`src/rtl/dqht_pkg.sv`:
```
package dqht_pkg;

	localparam int QUEUE_DEPTH  = 16;
	localparam int HANDLE_WIDTH = 32;

	localparam int ID_W    = 32;
	localparam int DATA_W  = 32;
	localparam int COUNT_W = 5;

	typedef enum logic [1:0] {
		REQ_PUSH_FRONT = 2'd0,
		REQ_PUSH_BACK  = 2'd1,
		REQ_POP_FRONT  = 2'd2,
		REQ_POP_BACK   = 2'd3
	} req_t;

	typedef enum logic [1:0] {
		ST_OK      = 2'd0,
		ST_INVALID = 2'd1,
		ST_FULL    = 2'd2,
		ST_EMPTY   = 2'd3
	} status_t;

	typedef struct packed {
		logic    wr_en;
		logic    rd_en;
		status_t status;
	} op_ctrl_t;

endpackage

```
`src/rtl/dqht_ram.sv`:
```
module dqht_ram #(
	parameter int WIDTH = 32,
	parameter int DEPTH = 16
) (
	input  logic                     clk,
	input  logic                     we,
	input  logic [$clog2(DEPTH)-1:0] waddr,
	input  logic [WIDTH-1:0]         wdata,
	input  logic                     re,
	input  logic [$clog2(DEPTH)-1:0] raddr,
	output logic [WIDTH-1:0]         rdata
);

	logic [WIDTH-1:0] mem_q [DEPTH];

	always_ff @(posedge clk) begin
		if (we) begin
			mem_q[waddr] <= wdata;
		end
		if (re) begin
			rdata <= mem_q[raddr];
		end
	end

endmodule

```
`src/rtl/dqht_ctrl.sv`:
```
module dqht_ctrl #(
	parameter int QUEUE_DEPTH  = dqht_pkg::QUEUE_DEPTH,
	parameter int HANDLE_WIDTH = dqht_pkg::HANDLE_WIDTH,
	localparam int PW = $clog2(QUEUE_DEPTH),
	localparam int CW = $clog2(QUEUE_DEPTH + 1),
	localparam int SW = PW + 1,
	localparam int HW = (HANDLE_WIDTH < dqht_pkg::DATA_W) ? HANDLE_WIDTH : dqht_pkg::DATA_W
) (
	input  logic                      clk,
	input  logic                      arst_n,
	input  logic                      accept,
	input  logic [1:0]                req_type,
	input  logic [dqht_pkg::DATA_W-1:0] entry_data,
	output dqht_pkg::op_ctrl_t        op,
	output logic [PW-1:0]             slot,
	output logic [CW-1:0]             count_next
);

	logic [PW-1:0] front_q;
	logic [CW-1:0] count_q;
	logic [PW-1:0] front_next;
	logic [PW-1:0] front_dec;
	logic [PW-1:0] front_inc;
	logic [SW-1:0] back_sum;
	logic [PW-1:0] back_slot;
	logic [PW-1:0] last_slot;
	logic          is_null;
	logic          is_full;
	logic          is_none;

	assign is_null = (entry_data[HW-1:0] == '0);
	assign is_full = (count_q == CW'(QUEUE_DEPTH));
	assign is_none = (count_q == '0);

	assign front_dec = (front_q == '0) ? PW'(QUEUE_DEPTH - 1) : front_q - 1'b1;
	assign front_inc = (front_q == PW'(QUEUE_DEPTH - 1)) ? '0 : front_q + 1'b1;

	// back slot is front + count, wrapped by one compare and subtract
	assign back_sum  = SW'(front_q) + SW'(count_q);
	assign back_slot = (back_sum >= SW'(QUEUE_DEPTH)) ?
		PW'(back_sum - SW'(QUEUE_DEPTH)) : PW'(back_sum);
	assign last_slot = (back_slot == '0) ? PW'(QUEUE_DEPTH - 1) : back_slot - 1'b1;

	always_comb begin
		op.wr_en   = 1'b0;
		op.rd_en   = 1'b0;
		op.status  = dqht_pkg::ST_OK;
		slot       = front_q;
		front_next = front_q;
		count_next = count_q;
		unique case (dqht_pkg::req_t'(req_type)) inside
			dqht_pkg::REQ_PUSH_FRONT, dqht_pkg::REQ_PUSH_BACK: begin
				if (is_null) begin
					op.status = dqht_pkg::ST_INVALID;
				end else if (is_full) begin
					op.status = dqht_pkg::ST_FULL;
				end else begin
					op.wr_en   = 1'b1;
					count_next = count_q + 1'b1;
					if (dqht_pkg::req_t'(req_type) == dqht_pkg::REQ_PUSH_FRONT) begin
						slot       = front_dec;
						front_next = front_dec;
					end else begin
						slot = back_slot;
					end
				end
			end
			dqht_pkg::REQ_POP_FRONT, dqht_pkg::REQ_POP_BACK: begin
				if (is_none) begin
					op.status = dqht_pkg::ST_EMPTY;
				end else begin
					op.rd_en   = 1'b1;
					count_next = count_q - 1'b1;
					if (dqht_pkg::req_t'(req_type) == dqht_pkg::REQ_POP_FRONT) begin
						slot       = front_q;
						front_next = front_inc;
					end else begin
						slot = last_slot;
					end
				end
			end
			default: begin
				op.status = dqht_pkg::ST_OK;
			end
		endcase
	end

	always_ff @(posedge clk or negedge arst_n) begin
		if (!arst_n) begin
			front_q <= '0;
			count_q <= '0;
		end else if (accept) begin
			front_q <= front_next;
			count_q <= count_next;
		end
	end

endmodule

```
`src/rtl/deque_head_tail_ops_core.sv`:
```
// Bounded double-ended queue of (id, data handle) entries kept as a ring.
// Input channel (in_valid/in_ready) carries one request per beat:
// req_type selects push front, push back, pop front or pop back.
// Output channel (out_valid/out_ready) returns one result beat per
// request: status, popped entry (zero unless a pop succeeded), count
// held afterwards and an empty flag.
// Results are registered: a request accepted at a clock edge gives its
// result in the cycle after. Throughput is one request per cycle while
// out_ready keeps up; front pointer and count update in the accepting
// cycle, and the entry stores are simple dual port RAMs (one write and
// one read port) with a registered read that lands in the result stage.
// A null data handle is rejected before the full check.
// At reset the queue is empty and the front pointer is zero; slot
// contents are not cleared, only slots written by pushes are ever read.
// When the receiver stalls the result is held and in_ready drops until
// the result beat is taken.
module deque_head_tail_ops_core #(
	parameter int QUEUE_DEPTH  = dqht_pkg::QUEUE_DEPTH,
	parameter int HANDLE_WIDTH = dqht_pkg::HANDLE_WIDTH
) (
	input  logic                         clk,
	input  logic                         arst_n,
	input  logic                         in_valid,
	output logic                         in_ready,
	input  logic [1:0]                   req_type,
	input  logic [dqht_pkg::ID_W-1:0]    entry_id,
	input  logic [dqht_pkg::DATA_W-1:0]  entry_data,
	output logic                         out_valid,
	input  logic                         out_ready,
	output logic [1:0]                   status,
	output logic [dqht_pkg::ID_W-1:0]    popped_id,
	output logic [dqht_pkg::DATA_W-1:0]  popped_data,
	output logic [dqht_pkg::COUNT_W-1:0] entry_count,
	output logic                         is_empty
);

	localparam int PW = $clog2(QUEUE_DEPTH);
	localparam int CW = $clog2(QUEUE_DEPTH + 1);
	localparam int HW = (HANDLE_WIDTH < dqht_pkg::DATA_W) ? HANDLE_WIDTH : dqht_pkg::DATA_W;

	dqht_pkg::op_ctrl_t op;
	logic [PW-1:0]      slot;
	logic [CW-1:0]      count_next;
	logic               accept;
	logic               out_valid_q;
	dqht_pkg::status_t  status_s1;
	logic [CW-1:0]      count_s1;
	logic               pop_s1;
	logic [dqht_pkg::ID_W-1:0] rd_id;
	logic [HW-1:0]      rd_data;

	assign in_ready = !out_valid_q || out_ready;
	assign accept   = in_valid && in_ready;

	dqht_ctrl #(
		.QUEUE_DEPTH  (QUEUE_DEPTH),
		.HANDLE_WIDTH (HANDLE_WIDTH)
	) u_ctrl (
		.clk        (clk),
		.arst_n     (arst_n),
		.accept     (accept),
		.req_type   (req_type),
		.entry_data (entry_data),
		.op         (op),
		.slot       (slot),
		.count_next (count_next)
	);

	dqht_ram #(
		.WIDTH (dqht_pkg::ID_W),
		.DEPTH (QUEUE_DEPTH)
	) u_id_ram (
		.clk   (clk),
		.we    (accept && op.wr_en),
		.waddr (slot),
		.wdata (entry_id),
		.re    (accept && op.rd_en),
		.raddr (slot),
		.rdata (rd_id)
	);

	dqht_ram #(
		.WIDTH (HW),
		.DEPTH (QUEUE_DEPTH)
	) u_data_ram (
		.clk   (clk),
		.we    (accept && op.wr_en),
		.waddr (slot),
		.wdata (entry_data[HW-1:0]),
		.re    (accept && op.rd_en),
		.raddr (slot),
		.rdata (rd_data)
	);

	always_ff @(posedge clk or negedge arst_n) begin
		if (!arst_n) begin
			out_valid_q <= 1'b0;
		end else if (accept) begin
			out_valid_q <= 1'b1;
		end else if (out_ready) begin
			out_valid_q <= 1'b0;
		end
	end

	always_ff @(posedge clk) begin
		if (accept) begin
			status_s1 <= op.status;
			count_s1  <= count_next;
			pop_s1    <= op.rd_en;
		end
	end

	assign out_valid   = out_valid_q;
	assign status      = status_s1;
	assign popped_id   = {dqht_pkg::ID_W{pop_s1}} & rd_id;
	assign popped_data = {dqht_pkg::DATA_W{pop_s1}} & dqht_pkg::DATA_W'(rd_data);
	assign entry_count = dqht_pkg::COUNT_W'(count_s1);
	assign is_empty    = (count_s1 == '0);

endmodule
```
`config.mk`:
```
export PLATFORM = sky130hd
export DESIGN_NAME = deque_head_tail_ops_core
export DESIGN_NICKNAME = d
export VERILOG_FILES = /design/src/rtl/dqht_pkg.sv /design/src/rtl/dqht_ram.sv /design/src/rtl/dqht_ctrl.sv /design/src/rtl/deque_head_tail_ops_core.sv
export SDC_FILE = /design/constraint.sdc
export NUM_CORES = 1
export LEC_CHECK = 0
export ABC_AREA = 1
export BUFFER_PORTS_ARGS = -buffer_cell sky130_fd_sc_hd__buf_4
export CORE_ASPECT_RATIO = 0.8
export CORE_MARGIN = 3
export CORE_UTILIZATION = 58
export CTS_BUF_LIST = sky130_fd_sc_hd__clkbuf_8
export DETAILED_ROUTE_END_ITERATION = 10
export GPL_ROUTABILITY_DRIVEN = 0
export HOLD_SLACK_MARGIN = 0.08
export MAX_ROUTING_LAYER = met4
export PLACE_DENSITY = 0.78
export SLEW_MARGIN = 20
export SYNTH_ARGS = -nofsm -noshare
export SYNTH_HDL_FRONTEND = slang
export SYNTH_SLANG_ARGS = --single-unit
```
`constraint.sdc`:
```
create_clock -name clk -period 6 [get_ports clk]
set_input_delay 0 -clock clk [delete_from_list [all_inputs] [get_ports clk]]
set_output_delay 0 -clock clk [all_outputs]
set_load 0.02 [all_outputs]
```
==> impl_metrics.yaml <==
worst_setup_path:
  max_stage_delay_ns: 0.71
  reg2reg_depth: 11
  critPathRequiredTime_ns: 6.43
  path_max_fanout: 58
  arrival_ns: 5.18
  cp-end-kind: "flop"
  crit_buf_inv: 3
  r2r-start: "u_ctrl.count_q[0]"
  crit_chain: "ha_1, fa_1, inv_1, ha_1, nand2_1, o211ai_1, nand2_8, buf_4, nand3_1, nor2_4, buf_4"
  path_depth: 11
  cp-start-kind: "flop"
  crit_slowest_cell: "buf_4"
  startpoint: "u_ctrl.count_q[0]"
  crit_type: "flop to flop"
  critical-path-top-delay-family: "buffers and inverters"
floorplan:
  start_util_pct: 58.86
  die_w_um: 326.3
  die_area_um2: 85570
  coreArea_um2: 80870
  io_pins: 144
  die_y_um: 262.2
  rows: 93
clocking:
  cts_tree: "built"
  clkTransAtPathRegs_ns: 0.06
  cts_resized: 0
  htreeDepth: 4
  clk-insertion-delay-late_ns: 0.82
  cts.sinks: 1106
  cts_buffers: 165
  root_buffer: "clkbuf_8"
  clockBufferDepth: 3
detailed_routing:
  wirelength_mm: 120.1
  routedWlPerCell_um: 19.72
  drt-vias-per-instance: 5.525
  first_pass_iters: 6
  via_count: 33640
  ant_nets: 0
  drc_errors: 0
  first_iter_violations: 4365
sta:
  max_slew_margin_pct: 25.08
  tns_ns: 0
  fin_crit_ns: 4.749
  timing.final.crit_share_pct: 79.15
  whs_ns: 0.1894
  setup_viol: 0
  fmax_ghz: 0.2106
  final_hold_viol_count: 0
  grt_setup_unrepaired: "false"
  worst_pin_slew_ns: 1.124
  finalMaxSlewViolations: 0
  fin_skew_ns: 0.03044
logic_synthesis:
  ys_ff_latch: 1106
  netlist_area_um2: 47600
  yosysSeqAreaShare_pct: 69.66
  ys_types: 33
  synth_top_area_share_pct: 69.14
  postSynthCellCount: 4615
  yosysWarnings: 0
  syn_area_per_cell_um2: 10.31
  synth_area_leaders: "edfxtp_1, nand2_1, nand3_1"
  yosys.area.top_type: "edfxtp_1"
  syn-num-nets: 4694
cells_and_area:
  layout-drive-gt1-share_pct: 8.752
  nNetsFinal: 4942
  syn_to_final_growth_pct: 13.07
run_status:
  status: "completed"
pwr:
  p_leak_nw: 22.94
  peakVddDrop_mv: 0.7719
  powerDensity_nw_per_um2: 526.5
job:
  max_cap_violations: 0
grt:
  grt_util_all_layers_pct: 28.77
  grt_pass1_wl_mm: 185.6
  grt-ovfl-total: 0
  antenna_found_initial: 2
  grt_pass1_vias: 32300
  grt_max_degree: 207
hold_path:
  hold_depth: 5
  hp-class: "input pin to flop"
  hold_start: "req_type[1]"
place:
  dp_hpwl_mm: 56.73
  io_buffer_count: 143
[worst min-delay path, cell delays in order]
cell	delay (ns)
dlygate4sd3_1	0.54
buf_4	0.21
nand2_1	0.09
nand3_1	0.06
o21ai_0	0.06
[state kept, by name, indices dropped and copies added, names as in the netlist]
signal,flops
out_valid,1
u_data_ram.mem_q,512
u_data_ram.rdata,32
u_ctrl.front_q,4
u_id_ram.rdata,32
u_id_ram.mem_q,512
pop_s1,1
u_ctrl.count_q,5
entry_count,5
status,2
[metrics by stage]
stage / utilization (%) / power [W] / setup WS, ns / area (um2) / std cells
detailed placement: 61.18 / 0.02262 / 1.282 / 49480 / 5649
global placement: 61.18 / 0.02239 / 1.367 / 49480 / 5649
finish: 66.55 / 0.02834 / 1.251 / 53820 / 6088
CTS: 66.54 / 0.02828 / 1.258 / 53820 / 6085
global route: 66.55 / 0.03030 / 1.045 / 53820 / 6087
floorplan: - / 0.01907 / 0.4437 / 47600 / 4615
[power by group]
part,leakage [nW],internal (W),total [W],switching (W)
clock network,1.71,0.00274,0.00560,0.00286
registers,10.0,0.00955,0.00978,0.000235
logic,11.2,0.00352,0.0130,0.00943
[routing by layer]
| metal | part of all wire, % | vias to the layer above | global-route usage, % | wire (um) |
|---|---|---|---|---|
| met1 | 40 | 15880 | 39.45 | 48590 |
| met2 | 48 | 1799 | 44.39 | 57200 |
| met3 | 9.3 | 238 | 4.344 | 11210 |
| met5 | 0 | - | - | 0 |
| met4 | 2.6 | 0 | 10.20 | 3077 |
| li1 | - | 15720 | - | - |
[worst paths after layout]
path	to	slack, ns
min	u_ctrl.front_q[0]	0.19
max	u_data_ram.mem_q[11][13]	1.25
max in group asynchronous	u_ctrl.front_q[2]	5.43
max reg2reg	u_data_ram.mem_q[11][13]	1.25
min in group asynchronous	u_ctrl.count_q[2]	0.22
min reg2reg	u_ctrl.count_q[4]	0.64
[layout make-up]
cell class / instances / area (um2)
clock inverter: 128 / 620.6
clock buffer: 169 / 2326
tap: 1092 / 1366
antenna: 3 / 7.507
fill: 5982 / 27050
multi-input combinational: 3017 / 12430
inverter: 229 / 867.1
timing repair buffer: 344 / 3043
sequential: 1106 / 33160
[synth_stat cells (all sizes together)]
| master | number |
|---|---|
| a21oi | 3 |
| a31oi | 1 |
| buf | 232 |
| clkbuf | 31 |
| dfrtp | 10 |
| edfxtp | 1096 |
| fa | 1 |
| ha | 8 |
| inv | 229 |
| nand2 | 2370 |
| nand3 | 539 |
| nand4 | 4 |
| nor2 | 52 |
| nor3 | 1 |
| nor3b | 1 |
| o211ai | 3 |
| o21ai | 21 |
| o22ai | 1 |
| or2 | 2 |
| xnor2 | 4 |
| xor2 | 6 |
[cell families (layout without fill, tap and decap cells)]
logic type | Yosys count | in the layout | synth area share [%]
AOI/OAI and AO/OA | 29 | 29 | 0.3338
xor gates and xnor gates | 10 | 10 | 0.1840
adders and majority gates | 9 | 9 | 0.2523
buffers and inverters | 492 | 870 | 4.634
DFF | 1106 | 1106 | 69.66
other | 0 | 3 | 0
and+or+nand+nor | 2969 | 2969 | 24.93
[layout by cell type (no fill, tap or decap), types with 3 or more instances in the layout]
cell type	n
clkinv_1	41
bufinv_16	3
clkinvlp_4	7
a21oi_1	3
inv_1	283
xor2_1	6
clkbuf_8	169
buf_12	9
ha_1	8
nor2_4	22
nand4_1	4
xnor2_1	4
clkinv_2	14
nand2_1	2367
o211ai_1	3
buf_4	196
edfxtp_1	1096
diode_2	3
dfrtp_1	10
dlygate4sd3_1	139
o21ai_0	20
nor2_1	28
inv_2	5
nand3_1	538
[timing repair]
action / CTS / global route
hold buffers: 139 / 0
buffers inserted: 0 / 0
endpoints found under the hold margin: 1124 / 0
(Power assumes the default switching activity.)
